File: src/rtl/core/epef_pkg.sv
`default_nettype none

package epef_pkg;

	// Track store geometry.
	localparam int TRACK_DEPTH = 256;
	localparam int ADDR_W      = $clog2(TRACK_DEPTH);
	localparam int CNT_W       = $clog2(TRACK_DEPTH + 1);
	localparam int MAXT_W      = 9;
	localparam int CMP_W       = (CNT_W > MAXT_W) ? CNT_W : MAXT_W;
	localparam int SECTORS     = 6;

	// Field widths.
	localparam int TRIG_W   = 8;
	localparam int SECT_W   = 3;
	localparam int LPHI_W   = 13;
	localparam int THETA_W  = 11;
	localparam int PHI_W    = 15;
	localparam int TAN_W    = 18;
	localparam int PROD_W   = 2 * TAN_W;
	localparam int PCFG_W   = 13;
	localparam int TCFG_W   = 16;
	localparam int CFG_W    = 16;
	localparam int CIDX_W   = 3;
	localparam int VERD_W   = 3;
	localparam int COUNT_W  = 9;
	localparam int FRAC_W   = 12;

	localparam int TRIG_BIT = 5;

	localparam logic [LPHI_W-1:0]  LPHI_MAX    = LPHI_W'(5759);
	localparam logic [THETA_W-1:0] THETA_MAX   = THETA_W'(1439);
	localparam int                 TAN_ENTRIES = 1440;
	localparam logic [TAN_W-1:0]   TAN_MAX     = TAN_W'(262143);

	// Reset values of the configuration registers.
	localparam logic [PCFG_W-1:0] PHI_MEAN_RST  = PCFG_W'(2880);
	localparam logic [PCFG_W-1:0] PHI_WIDTH_RST = PCFG_W'(320);
	localparam logic [TCFG_W-1:0] TAN_MEAN_RST  = TCFG_W'(2662);
	localparam logic [TCFG_W-1:0] TAN_WIDTH_RST = TCFG_W'(614);
	localparam logic [MAXT_W-1:0] MAX_TRK_RST   = MAXT_W'(201);

	localparam logic [63:0] PI_Q30  = 64'd3373259426;
	localparam logic [63:0] ONE_Q30 = 64'd1073741824;

	typedef enum logic [CIDX_W-1:0] {
		REG_PHI_MEAN  = 3'd0,
		REG_PHI_WIDTH = 3'd1,
		REG_TAN_MEAN  = 3'd2,
		REG_TAN_WIDTH = 3'd3,
		REG_MAX_TRK   = 3'd4
	} cfg_reg_t;

	typedef enum logic [VERD_W-1:0] {
		VERDICT_ACCEPT     = 3'd0,
		VERDICT_NO_TRIGGER = 3'd1,
		VERDICT_OVERFLOW   = 3'd2,
		VERDICT_FEW_TRACKS = 3'd3,
		VERDICT_NO_PAIR    = 3'd4
	} verdict_t;

	typedef enum logic [2:0] {
		ST_IDLE,
		ST_DECIDE,
		ST_SCAN,
		ST_DRAIN,
		ST_STORE,
		ST_RESULT
	} state_t;

	typedef struct packed {
		logic load_item;
		logic rom_rd;
		logic set_ovf;
		logic scan_start;
		logic scan_issue;
		logic store;
		logic emit;
	} cmd_t;

	typedef struct packed {
		logic qual;
		logic eoe;
		logic ovf;
		logic at_limit;
		logic scan_done;
		logic busy;
		logic out_full;
	} status_t;

	typedef struct packed {
		logic signed [PHI_W-1:0] phi;
		logic [TAN_W-1:0]        tan;
	} track_entry_t;

	typedef logic [TAN_W-1:0] tan_rom_t [TAN_ENTRIES];

	// Azimuth offset of each sector in 1/16 degree; unknown sectors get none.
	function automatic logic signed [PHI_W-1:0] sector_offset(logic [SECT_W-1:0] sector);
		logic signed [PHI_W-1:0] off;
		case (sector)
			3'd1:    off = PHI_W'(960);
			3'd2:    off = PHI_W'(1920);
			3'd3:    off = PHI_W'(2880);
			3'd4:    off = PHI_W'(3840);
			3'd5:    off = -PHI_W'(960);
			default: off = '0;
		endcase
		return off;
	endfunction

	// Shift-and-subtract unsigned division used while the tan table is built.
	function automatic logic [63:0] udiv64(logic [63:0] num, logic [63:0] den);
		logic [64:0] rem;
		logic [63:0] quo;
		rem = '0;
		quo = '0;
		for (int b = 63; b >= 0; b--) begin
			rem = {rem[63:0], num[b]};
			if (rem >= {1'b0, den}) begin
				rem    = rem - {1'b0, den};
				quo[b] = 1'b1;
			end
		end
		return quo;
	endfunction

	// tan(theta) in Q6.12 from truncated Taylor series in Q30.
	// Evaluated only while the ROM contents are elaborated.
	function automatic logic [TAN_W-1:0] tan_calc(int unsigned theta);
		logic [63:0] x;
		logic [63:0] x2;
		logic [63:0] t;
		logic [63:0] q;
		longint      s;
		longint      c;
		x  = udiv64(64'(theta) * PI_Q30 + 64'd1440, 64'd2880);
		x2 = (x * x) >> 30;
		t  = x;
		s  = longint'(x);
		for (int k = 1; k <= 12; k++) begin
			t = udiv64((t * x2) >> 30, 64'(2 * k) * 64'(2 * k + 1));
			if ((k % 2) == 1) s = s - longint'(t);
			else s = s + longint'(t);
		end
		t = ONE_Q30;
		c = longint'(ONE_Q30);
		for (int k = 1; k <= 12; k++) begin
			t = udiv64((t * x2) >> 30, 64'(2 * k - 1) * 64'(2 * k));
			if ((k % 2) == 1) c = c - longint'(t);
			else c = c + longint'(t);
		end
		if (c <= 0) return TAN_MAX;
		if (s < 0) s = 0;
		q = udiv64((64'(s) << 12) + (64'(c) >> 1), 64'(c));
		return (q > 64'(TAN_MAX)) ? TAN_MAX : TAN_W'(q);
	endfunction

	function automatic tan_rom_t tan_rom_build();
		tan_rom_t r;
		for (int i = 0; i < TAN_ENTRIES; i++) begin
			r[i] = tan_calc(32'(i));
		end
		return r;
	endfunction

endpackage

`default_nettype wire

File: src/rtl/core/epef_ctrl.sv
`default_nettype none

module epef_ctrl (
	input  wire logic              clk,
	input  wire logic              arst_n,
	input  wire logic              in_valid,
	output logic                   in_ready,
	input  wire epef_pkg::status_t status,
	output epef_pkg::cmd_t         cmd
);

	epef_pkg::state_t state_q;
	epef_pkg::state_t state_d;

	always_ff @(posedge clk or negedge arst_n) begin
		if (!arst_n) begin
			state_q <= epef_pkg::ST_IDLE;
		end else begin
			state_q <= state_d;
		end
	end

	always_comb begin
		state_d = state_q;
		unique case (state_q)
			epef_pkg::ST_IDLE: begin
				if (in_valid) state_d = epef_pkg::ST_DECIDE;
			end
			epef_pkg::ST_DECIDE: begin
				if (status.qual && !status.ovf && !status.at_limit) begin
					state_d = epef_pkg::ST_SCAN;
				end else if (status.eoe) begin
					state_d = epef_pkg::ST_RESULT;
				end else begin
					state_d = epef_pkg::ST_IDLE;
				end
			end
			epef_pkg::ST_SCAN: begin
				if (status.scan_done) state_d = epef_pkg::ST_DRAIN;
			end
			epef_pkg::ST_DRAIN: begin
				if (!status.busy) state_d = epef_pkg::ST_STORE;
			end
			epef_pkg::ST_STORE: begin
				state_d = status.eoe ? epef_pkg::ST_RESULT : epef_pkg::ST_IDLE;
			end
			epef_pkg::ST_RESULT: begin
				if (!status.out_full) state_d = epef_pkg::ST_IDLE;
			end
			default: state_d = epef_pkg::ST_IDLE;
		endcase
	end

	always_comb begin
		cmd      = '0;
		in_ready = 1'b0;
		unique case (state_q)
			epef_pkg::ST_IDLE: begin
				in_ready      = 1'b1;
				cmd.load_item = in_valid;
			end
			epef_pkg::ST_DECIDE: begin
				cmd.rom_rd     = 1'b1;
				cmd.set_ovf    = status.qual && !status.ovf && status.at_limit;
				cmd.scan_start = status.qual && !status.ovf && !status.at_limit;
			end
			epef_pkg::ST_SCAN: begin
				cmd.scan_issue = !status.scan_done;
			end
			epef_pkg::ST_DRAIN: begin
			end
			epef_pkg::ST_STORE: begin
				cmd.store = 1'b1;
			end
			epef_pkg::ST_RESULT: begin
				cmd.emit = !status.out_full;
			end
			default: begin
			end
		endcase
	end

endmodule

`default_nettype wire

File: config.mk
export PLATFORM = sky130hd
export DESIGN_NAME = epef_ctrl
export DESIGN_NICKNAME = d
export VERILOG_FILES = /design/src/rtl/core/epef_pkg.sv /design/src/rtl/core/epef_ctrl.sv
export SDC_FILE = /design/constraint.sdc
export NUM_CORES = 1
export LEC_CHECK = 0
export BUFFER_PORTS_ARGS = -buffer_cell sky130_fd_sc_hd__buf_2
export CELL_PAD_IN_SITES_DETAIL_PLACEMENT = 2
export CELL_PAD_IN_SITES_GLOBAL_PLACEMENT = 2
export CORE_AREA = 2 2 39 41
export CTS_BUF_LIST = sky130_fd_sc_hd__clkbuf_8
export DETAILED_ROUTE_END_ITERATION = 12
export DIE_AREA = 0 0 41 43
export PLACE_DENSITY = 0.87
export REMOVE_ABC_BUFFERS = 1
export SETUP_SLACK_MARGIN = 0.02
export SLEW_MARGIN = 5
export SYNTH_ARGS = -nofsm -noshare
export SYNTH_HDL_FRONTEND = slang
export SYNTH_SLANG_ARGS = --single-unit
File: constraint.sdc
create_clock -name clk -period 2.3 [get_ports clk]
set_input_delay 0.46 -clock clk [delete_from_list [all_inputs] [get_ports clk]]
set_output_delay 0.46 -clock clk [all_outputs]
set_load 0.01 [all_outputs]
==> summary.txt, run 1 <==
Worst hold path
  – Hold Path Class: primary input to async pin

STA
  – Final hold vios: 0
  – Ratio of final minimum period to clock period: 0.825
  – Fin Hold WS: 31.4 ps
  – Max-Slew Margin vs Limit: 0.730
  – Worst-Margin Slew: 406 ps
  – RSZ-0062 raised after global routing: no
  – Minimum clock period: 1900 ps
  – Setup TNS: 0 ps
  – Fmax: 527 MHz
  – Final Setup Violations: 0
  – Worst Skew: 0.622 ps
  – Slew Viols, Final: 0

Pwr
  – Total power: 483 uW
  – VDD IR-drop max: 0.000233 V
  – Pwr/cell area: 1180 nW/um^2
  – LEAKAGE: 0.198 nW

Synth
  – Synthesized-area fraction occupied by adder cells: 0
  – Synth Area per Inst: 7.88 um^2
  – Number of library cell types mapped by synthesis: 21
  – Synthesized flop and latch total: 3
  – Sequential area share after synthesis: 0.280
  – Simple-Gate Fraction of Synth Area: 0.444
  – Mux cell area share after synthesis: 0
  – Largest family of logic cells by synthesized area: simple AND/OR/NAND/NOR gates
  – Mapped Cells: 34
  – Compound-cell area share of the yosys netlist: 0.210
  – Xor/xnor cell area share of the yosys netlist: 0
  – Synth Cell Area: 268 um^2
  – Ys Warns: 0

Floorplan
  – Core Rows: 14
  – Die Width: 41 um
  – Core area: 1380 um^2
  – Die ar.: 1760 um^2
  – Die Y: 43 um
  – # IOs: 18
  – Initial core utilization: 0.193

Run status
  – Run status: complete, no violations

Clock network
  – CTS Buffer Depth: 2
  – Root buffer cell: clkbuf_8
  – Post-cts resize count: 0
  – H-tree levels: 1
  – CTS Buf Count: 3
  – Setup Fix Bufs, Post-CTS: 0
  – Clock-pin slew on the worst setup and hold paths: 30 ps
  – Clock Latency Late Sink: 210 ps
  – CTS tree: yes
  – Sink Count: 3
  – Cts hold-fix bufs: 0

Worst setup path
  – Crit start category: flip-flop
  – CP arrival: 1440 ps
  – Crit Path Category: flip-flop to output port
  – Crit path max fanout: 8
  – Worst Path Buf+Inv: 2
  – Crit-path cells: inv_1 -> nor3_1 -> and4b_2 -> buf_2
  – Critical path's top delay family: simple AND/OR/NAND/NOR gates
  – Required @ worst endpoint: 1840 ps
  – CP endpoint kind: output port
  – Slowest cell on crit path: dfrtp_1
  – Slowest stage delay, CP: 460 ps

Job
  – Max cap viols: 0

Route
  – DR iter-0 viols: 2
  – Final wirelength: 813 um
  – Drt pass-1 iters: 2
  – DRC Markers: 0
  – Antenna-violating nets left: 0
  – DR vias: 341
  – Routed len/inst: 11.8 um
  – Vias/cell: 4.94

Cells and area
  – Ant. Diodes: 0
  – Share of post-route cells with drive strength above 1: 0.415
  – Regs by FF count: state_q x3
  – Area grow syn2layout: 52.3%
  – Most flop-heavy register: state_q
  – Number of flip-flops in the largest register: 3
  – Final net count: 64

Global route
  – Grt total ovfl: 0
  – Antenna violations before repair: 0
  – Global-route wire length before repair: 1.44 mm
  – GRT Overall Usage: 0.119
  – Vias in the first global route: 342
  – Pin count of the biggest net entering global routing: 16

Placed design
  – Hpwl dp: 653 um
  – Gpl congestion: 0.755
  – Input/output buffers: 17
## cell type report
class / count / area (um^2)
fill: 165 / 976
multi-input combinational: 27 / 175
timing repair buffer: 17 / 85.1
sequential: 3 / 75.1
clock buffer: 3 / 41.3
tap: 16 / 20.0
inverter: 2 / 7.51
clock inverter: 1 / 3.75
## worst paths after layout
path | startpoint | end | slack (ps) | cells past startpoint
worst max-delay path | state_q[0]$_DFFE_PN0P_ | cmd[4] | 400 | 4
min in group clk | status[1] | state_q[1]$_DFFE_PN0P_ | 600 | 3
worst max register to register | state_q[2]$_DFFE_PN0P_ | state_q[0]$_DFFE_PN0P_ | 990 | 3
worst min-delay path | arst_n | state_q[0]$_DFFE_PN0P_ | 30 | 1
worst min register to register | state_q[2]$_DFFE_PN0P_ | state_q[1]$_DFFE_PN0P_ | 670 | 1
max in group asynchronous | arst_n | state_q[1]$_DFFE_PN0P_ | 2170 | 1
## routing by layer
metal | track usage | wire length [um] | vias up
li1 | - | - | 169
met1 | 0.146 | 332 | 159
met2 | 0.178 | 423 | 11
met3 | 0.0366 | 40 | 2
met4 | 0.0600 | 16 | 0
met5 | 0 | 0 | -
## cells by family after synthesis
family	after synthesis
buf+inv	4
compound gates	9
flops	3
simple gates	18
## synth_stat cells
library cell,count,area [um^2]
nand2b_1,1,6.26
nor4_1,2,12.5
buf_2,1,5.00
o22ai_1,1,6.26
and3b_1,1,8.76
dfrtp_1,3,75.1
nor3_1,4,20.0
clkbuf_2,1,5.00
a21oi_1,1,5.00
nand2_1,1,3.75
a211oi_1,2,15.0
a31oi_1,2,12.5
or3b_4,1,11.3
and4b_2,1,11.3
nor2_1,1,3.75
nor3b_1,3,22.5
or3_1,2,12.5
inv_1,2,7.51
a21boi_0,1,7.51
and2_1,1,6.26
o21ai_0,2,10.0
## per-stage QoR
stage	utilization	instances	worst slack, ps	instance area [um^2]
after global routing	0.295	69	247	408
after floorplan	-	32	627	258
final	0.295	69	402	408
after global placement	0.262	65	560	363
after detailed placement	0.262	65	537	363
after CTS	0.295	69	370	408
## worst reg2reg max path: stages, from the launching register on
cell	delay, ps
dfrtp_1	500
or3_1	410
a31oi_1	180
o22ai_1	90
## layout by cell type, fill, tap and decap left out, drive strengths merged
cell type  instances
a21boi             1
nor3b              3
nor2               1
nand2b             1
o22ai              1
clkbuf             3
nand2              1
nor4               2
a211oi             2
inv                3
dfrtp              3
and4b              1
or3b               1
and2               1
o21ai              2
a31oi              2
and3b              1
buf               17
nor3               4
a21oi              1
or3                2
## where the power goes
part | total, mW | switching, mW | leakage [nW] | internal (mW)
clock | 0.147 | 0.0332 | 0.0269 | 0.113
sequential | 0.132 | 0.0576 | 0.0384 | 0.0741
combinational | 0.204 | 0.108 | 0.133 | 0.0960
total | 0.483 | 0.199 | 0.198 | 0.283
Note: power is estimated with default switching activity, not from simulation.
==> run 2, diff against run 1 <==
--- a/config.mk
+++ b/config.mk
@@ -8,11 +8,11 @@
 export BUFFER_PORTS_ARGS = -buffer_cell sky130_fd_sc_hd__buf_2
 export CELL_PAD_IN_SITES_DETAIL_PLACEMENT = 2
 export CELL_PAD_IN_SITES_GLOBAL_PLACEMENT = 2
-export CORE_AREA = 2 2 39 41
+export CORE_MARGIN = 2
+export CORE_UTILIZATION = 20
 export CTS_BUF_LIST = sky130_fd_sc_hd__clkbuf_8
 export DETAILED_ROUTE_END_ITERATION = 12
-export DIE_AREA = 0 0 41 43
-export PLACE_DENSITY = 0.87
+export PLACE_DENSITY = 0.86
 export REMOVE_ABC_BUFFERS = 1
 export SETUP_SLACK_MARGIN = 0.02
 export SLEW_MARGIN = 5
==> constraint.sdc (replaced) <==
create_clock -name clk -period 1.8 [get_ports clk]
set_input_delay 0.36 -clock clk [delete_from_list [all_inputs] [get_ports clk]]
set_output_delay 0.36 -clock clk [all_outputs]
set_load 0.01 [all_outputs]
==> run 2 against run 1 <==
Compared with the run above:
- cell count grew 2.9%
- register-to-register slack worse by 520 ps
- combinational power is 60% higher
- largest cell class unchanged
- via count up 2.1%
- clock power rose by 29%
- wire length rose by 12%
- first-iteration DRC count down 50%
- clock skew is essentially flat
- total power rose by 39%
- global-route usage up 1.4 points
- flip-flop and latch count stayed put
- utilization increased by 5.0 points
==> summary.txt, run 2 (same netlist as run 1, synthesis figures left out) <==
Run status
  – Run status: complete, no violations (unchanged)

STA
  – Worst Skew: 0.376 ps (was 0.622 ps)
  – RSZ-0062 raised after global routing: no (unchanged)
  – Setup TNS: 0 ps (unchanged)
  – Final hold vios: 0 (unchanged)
  – Final Worst Setup Slack: 147 ps (was 402 ps)
  – Ratio of final minimum period to clock period: 0.918
  – Final Setup Violations: 0 (unchanged)
  – Worst-Margin Slew: 427 ps (was 406 ps)
  – Slew Viols, Final: 0 (unchanged)
  – Max-Slew Margin vs Limit: 0.715 (was 0.730)
  – Minimum clock period: 1650 ps
  – Fmax: 605 MHz

Route
  – Vias/cell: 4.90 (was 4.94)
  – DR iter-0 viols: 1 (was 2)
  – Drt pass-1 iters: 2 (unchanged)
  – Routed len/inst: 12.8 um (was 11.8 um)
  – Final wirelength: 907 um (was 813 um)
  – DRC Markers: 0 (unchanged)
  – DR vias: 348 (was 341)
  – Antenna-violating nets left: 0 (unchanged)

Worst setup path
  – Slowest cell on crit path: dfrtp_1 (unchanged)
  – Crit-path cells: nor3_2 -> and4b_2 -> buf_2 (was inv_1 -> nor3_1 -> and4b_2 -> buf_2)
  – Crit start category: flip-flop (unchanged)
  – FF-to-FF setup slack: 470 ps (was 990 ps)
  – CP endpoint kind: output port (unchanged)
  – R2r startpoint: state_q[1]$_DFFE_PN0P_ (was state_q[2]$_DFFE_PN0P_)
  – Crit path max fanout: 15 (was 8)
  – Required @ worst endpoint: 1440 ps (was 1840 ps)
  – Slowest stage delay, CP: 520 ps (was 460 ps)
  – FF-to-FF path depth: 3 (unchanged)
  – RR Endpoint: state_q[0]$_DFFE_PN0P_ (unchanged)
  – Crit Path Category: flip-flop to output port (unchanged)
  – CP arrival: 1290 ps (was 1440 ps)

Cells and area
  – Most frequent cells in the layout: buf_2 (17), inv_1 (3), nor3_1 (3), nor3b_1 (3), clkbuf_8 (3) (was buf_2 (17), nor3_1 (4))
  – Ant. Diodes: 0 (unchanged)
  – Regs by FF count: state_q x3 (unchanged)
  – # fillers: 160 (was 165)
  – Commonest non-fill, non-tap cell in the layout: buf_2 (unchanged)
  – Area grow syn2layout: 63.6% (was 52.3%)
  – Share of post-route cells with drive strength above 1: 0.464 (was 0.415)
  – Most flop-heavy register: state_q (unchanged)
  – Final core utilization: 0.345 (was 0.295)
  – Number of flip-flops in the largest register: 3 (unchanged)
  – Final net count: 67 (was 64)

Placed design
  – Gpl congestion: 0.759 (was 0.755)
  – DP Worst Slack: 189 ps (was 537 ps)
  – Input/output buffers: 17 (unchanged)
  – Hpwl dp: 681 um (was 653 um)

Clock network
  – H-tree levels: 1 (unchanged)
  – CTS tree: yes (unchanged)
  – Clock Latency Late Sink: 210 ps (about the same)
  – Sink Count: 3 (unchanged)
  – Root buffer cell: clkbuf_8 (unchanged)
  – Clock-pin slew on the worst setup and hold paths: 30 ps (about the same)
  – CTS Buf Count: 3 (unchanged)
  – CTS Buffer Depth: 2 (unchanged)

Global route
  – Grt total ovfl: 0 (unchanged)
  – Pin count of the biggest net entering global routing: 16 (unchanged)
  – Met1 Use GR: 0.158 (was 0.146)
  – Antenna violations before repair: 0 (unchanged)
  – Met2 GRT Util: 0.238 (was 0.178)
  – Vias in the first global route: 335 (was 342)
  – Global-route wire length before repair: 1.47 mm (was 1.44 mm)
  – GRT busiest layer: met2 (unchanged)
  – GR Layer Usage met3: 0.0167 (was 0.0366)
  – GRT Overall Usage: 0.133 (was 0.119)

Floorplan
  – # IOs: 18 (unchanged)
  – Core area: 1270 um^2 (was 1380 um^2)
  – Die Width: 40.6 um (was 41 um)
  – Die Y: 40.6 um (was 43 um)
  – Initial core utilization: 0.211 (was 0.193)
  – Die ar.: 1650 um^2 (was 1760 um^2)
  – Core Rows: 13 (was 14)

Job
  – Max cap viols: 0 (unchanged)

Pwr
  – Pwr/cell area: 1530 nW/um^2 (was 1180 nW/um^2)
  – Total power: 672 uW (was 483 uW)
  – LEAKAGE: 0.212 nW (was 0.198 nW)
  – VDD IR-drop max: 0.000304 V (was 0.000233 V)

Worst hold path
  – Hold Path Class: primary input to async pin (unchanged)
[run 2: final cells by class]
cell class	count	area, um^2	area share
clock buffer	3	41.3	0.0943
inverter	2	7.51	0.0171
tap	15	18.8	0.0429
sequential	3	76.3	0.174
clock inverter	1	3.75	0.00857
timing repair buffer	20	110	0.251
multi-input combinational	27	180	0.411
[run 2: timing repair]
action,in CTS,in global routing
hold buffers,1,0
gates resized for setup,0,2
setup buffers,0,0
hold endpoints to repair,3,0
endpoints found under the setup margin,0,2
[run 2: report_power, final]
group          leakage [nW]  total (mW)  internal, mW  switching, mW
clock                0.0269       0.189         0.145         0.0440
combinational         0.148       0.327         0.157          0.171
sequential           0.0370       0.155        0.0965         0.0589
total                 0.212       0.672         0.398          0.274
[run 2: worst max-delay path by stage]
stage,start,slack [ps],to
CTS,state_q[2]$_DFFE_PN0P_,50,cmd[4]
floorplan,state_q[0]$_DFFE_PN0P_,270,cmd[4]
finish,state_q[1]$_DFFE_PN0P_,150,cmd[4]
detailed placement,status[4],190,cmd[3]
global placement,status[4],260,cmd[3]
global route,state_q[1]$_DFFE_PN0P_,60,cmd[4]
[run 2: metal layers]
| metal | wire [um] | vias to the layer above |
|---|---|---|
| li1 | - | 173 |
| met2 | 469 | 11 |
| met3 | 38 | 0 |
| met1 | 400 | 164 |
| met4 | 0 | 0 |
| met5 | 0 | - |
[run 2: metrics by stage]
step,hold slack (ps),std cells,instance area [um^2]
global route,488,71,438
global placement,157,66,377
detailed placement,157,66,377
finish,475,71,438
floorplan,64.4,32,258
CTS,466,71,432
[run 2: critical path: cells and delay by family, from the launching register on]
family,cells,cell delay (ps)
buffers and inverters,1,120
flip-flops,1,520
AND/OR/NAND/NOR,2,440
==> run 3, diff against run 2 <==
--- a/config.mk
+++ b/config.mk
@@ -9,10 +9,10 @@
 export CELL_PAD_IN_SITES_DETAIL_PLACEMENT = 2
 export CELL_PAD_IN_SITES_GLOBAL_PLACEMENT = 2
 export CORE_MARGIN = 2
-export CORE_UTILIZATION = 20
+export CORE_UTILIZATION = 18
 export CTS_BUF_LIST = sky130_fd_sc_hd__clkbuf_8
 export DETAILED_ROUTE_END_ITERATION = 12
-export PLACE_DENSITY = 0.86
+export PLACE_DENSITY = 0.83
 export REMOVE_ABC_BUFFERS = 1
 export SETUP_SLACK_MARGIN = 0.02
 export SLEW_MARGIN = 5
==> constraint.sdc (replaced) <==
create_clock -name clk -period 1.5 [get_ports clk]
set_input_delay 0.3 -clock clk [delete_from_list [all_inputs] [get_ports clk]]
set_output_delay 0.3 -clock clk [all_outputs]
set_load 0.01 [all_outputs]
==> run 3 against run 2 <==
Compared with the run above:
- sequential share of layout area is 3.8 points lower
- setup slack lost 190 ps
- sequential power rose by 7%
- clock power is 22% higher
- flip-flop and latch count unchanged
- combinational power up 110%
- global-route usage up 4.1 points
- worst hold slack worse by 59 ps
- cell area increased by 30%
- die area rose by 10%
- clock skew about the same
- the run now ends with negative setup slack left
- highest routed layer is now met4
==> summary.txt, run 3 (same netlist as run 1, synthesis figures left out) <==
Run status
  – Run status: finished with violations (was complete, no violations)
  – Failing checks: negative setup slack

Placed design
  – Input/output buffers: 17 (unchanged)
  – DP Worst Slack: 50.1 ps (was 189 ps)
  – Gpl congestion: 0.784 (was 0.759)
  – Hpwl dp: 767 um (was 681 um)

Floorplan
  – Die ar.: 1810 um^2 (was 1650 um^2)
  – Initial core utilization: 0.198 (was 0.211)
  – Die Width: 42.6 um (was 40.6 um)
  – Core Rows: 13 (unchanged)
  – # IOs: 18 (unchanged)
  – Core area: 1350 um^2 (was 1270 um^2)
  – Die Y: 42.6 um (was 40.6 um)

Cells and area
  – Multi-input gate area: 231 um^2 (was 180 um^2)
  – Ant. Diodes: 0 (unchanged)
  – Final core utilization: 0.422 (was 0.345)
  – Share of post-route cells with drive strength above 1: 0.651 (was 0.464)
  – Regs by FF count: state_q x3 (unchanged)
  – # fillers: 157 (was 160)
  – Register area: 77.6 um^2 (was 76.3 um^2)
  – Most flop-heavy register: state_q (unchanged)
  – Area grow syn2layout: 113% (was 63.6%)
  – Number of flip-flops in the largest register: 3 (unchanged)
  – Final net count: 74 (was 67)
  – Most frequent cells in the layout: buf_2 (14), buf_4 (7), buf_6 (5) (was buf_2 (17), inv_1 (3), nor3_1 (3), nor3b_1 (3), clkbuf_8 (3))
  – Commonest non-fill, non-tap cell in the layout: buf_2 (unchanged)

Worst setup path
  – RR Endpoint: state_q[2]$_DFFE_PN0P_ (was state_q[0]$_DFFE_PN0P_)
  – Worst Path Buf+Inv: 1 (unchanged)
  – CP arrival: 1250 ps (was 1290 ps)
  – Crit-path cells: nor3_4 -> and4b_2 -> buf_6 (was nor3_2 -> and4b_2 -> buf_2)
  – FF-to-FF setup slack: 70 ps (was 470 ps)
  – Crit start category: flip-flop (unchanged)
  – FF-to-FF path depth: 5 (was 3)
  – Critical path's top delay family: flip-flops (unchanged)
  – CP endpoint kind: output port (unchanged)
  – R2r startpoint: state_q[2]$_DFFE_PN0P_ (was state_q[1]$_DFFE_PN0P_)
  – Slowest stage delay, CP: 460 ps (was 520 ps)
  – Crit Path Category: flip-flop to output port (unchanged)
  – Required @ worst endpoint: 1200 ps (was 1440 ps)
  – Slowest cell on crit path: dfrtp_2 (was dfrtp_1)
  – Crit path max fanout: 5 (was 15)

Global route
  – Global-route wire length before repair: 2.28 mm (was 1.47 mm)
  – Pin count of the biggest net entering global routing: 8 (was 16)
  – Antenna violations before repair: 0 (unchanged)
  – Vias in the first global route: 474 (was 335)
  – GRT Overall Usage: 0.174 (was 0.133)
  – Grt total ovfl: 0 (unchanged)

Clock network
  – H-tree levels: 1 (unchanged)
  – Root buffer cell: clkbuf_8 (unchanged)
  – CTS tree: yes (unchanged)
  – Sink Count: 3 (unchanged)
  – Clock-pin slew on the worst setup and hold paths: 30 ps (about the same)
  – CTS Buf Count: 3 (unchanged)
  – Clock Latency Late Sink: 220 ps (was 210 ps)
  – CTS Buffer Depth: 2 (unchanged)

Worst hold path
  – Hold Path Class: primary input to async pin (unchanged)

STA
  – Worst Skew: 0.170 ps (was 0.376 ps)
  – Fmax: 647 MHz
  – Max-Slew Margin vs Limit: 0.776 (was 0.715)
  – Ratio of final minimum period to clock period: 1.03
  – Minimum clock period: 1550 ps
  – Final Setup Violations: 3 (was 0)
  – Final Worst Setup Slack: -46.1 ps (was 147 ps)
  – Final hold vios: 0 (unchanged)
  – Slew Viols, Final: 0 (unchanged)
  – Worst-Margin Slew: 336 ps (was 427 ps)
  – RSZ-0062 raised after global routing: yes (was no)

Route
  – Drt pass-1 iters: 4 (was 2)
  – DR iter-0 viols: 2 (was 1)
  – Routed len/inst: 17.4 um (was 12.8 um)
  – DRC Markers: 0 (unchanged)
  – DR vias: 401 (was 348)
  – Vias/cell: 5.14 (was 4.90)
  – Final wirelength: 1.35 mm (was 907 um)
  – Antenna-violating nets left: 0 (unchanged)

Pwr
  – LEAKAGE: 0.263 nW (was 0.212 nW)
  – VDD IR-drop max: 0.000591 V (was 0.000304 V)
  – Pwr/cell area: 1880 nW/um^2 (was 1530 nW/um^2)

Job
  – Max cap viols: 0 (unchanged)
[run 3: routing by layer]
metal	global-route usage	wire [um]
met5	0	0
met4	0.0938	37
met3	0.0302	67
met2	0.302	702
met1	0.201	546
[run 3: worst max-delay path by stage]
stage                                start      to  slack (ps)  cells past startpoint
finish              state_q[2]$_DFFE_PN0P_  cmd[4]         -50                      3
global route        state_q[2]$_DFFE_PN0P_  cmd[4]         -90                      3
CTS                 state_q[2]$_DFFE_PN0P_  cmd[4]         -40                      3
detailed placement               status[4]  cmd[3]          50                      4
global placement    state_q[2]$_DFFE_PN0P_  cmd[4]          80                      3
floorplan           state_q[0]$_DFFE_PN0P_  cmd[4]          30                      3
[run 3: area by class of cell]
cell class              count  share of cell area
clock buffers               3              0.0725
clock inverters             1             0.00659
inverters                   2              0.0132
multi-input cells          27               0.407
flip-flops and latches      3               0.136
well taps                  15              0.0330
repair buffers             27               0.332
[run 3: power breakdown]
part           switching, mW  internal (mW)
Combinational          0.353          0.322
Clock                 0.0564          0.174
Sequential            0.0482          0.118
[run 3: what timing repair did]
item / CTS / global route
setup endpoints to repair: 5 / 7
hold endpoints to repair: 3 / 0
setup buffers: 5 / 0
pin swaps: 4 / 1
resized for setup: 12 / 6
hold buffers: 1 / 0
[run 3: through the flow]
step                setup TNS, ps  instance area, um^2  instances  total power, mW  hold WS [ps]
floorplan                       0                  258         32            0.389          4.41
global placement                0                  392         68            0.593          97.3
detailed placement              0                  392         68            0.599          99.2
CTS                          -104                  542         78            0.988           413
global route                 -338                  569         78             1.16           440
finish                      -96.0                  569         78             1.07           416
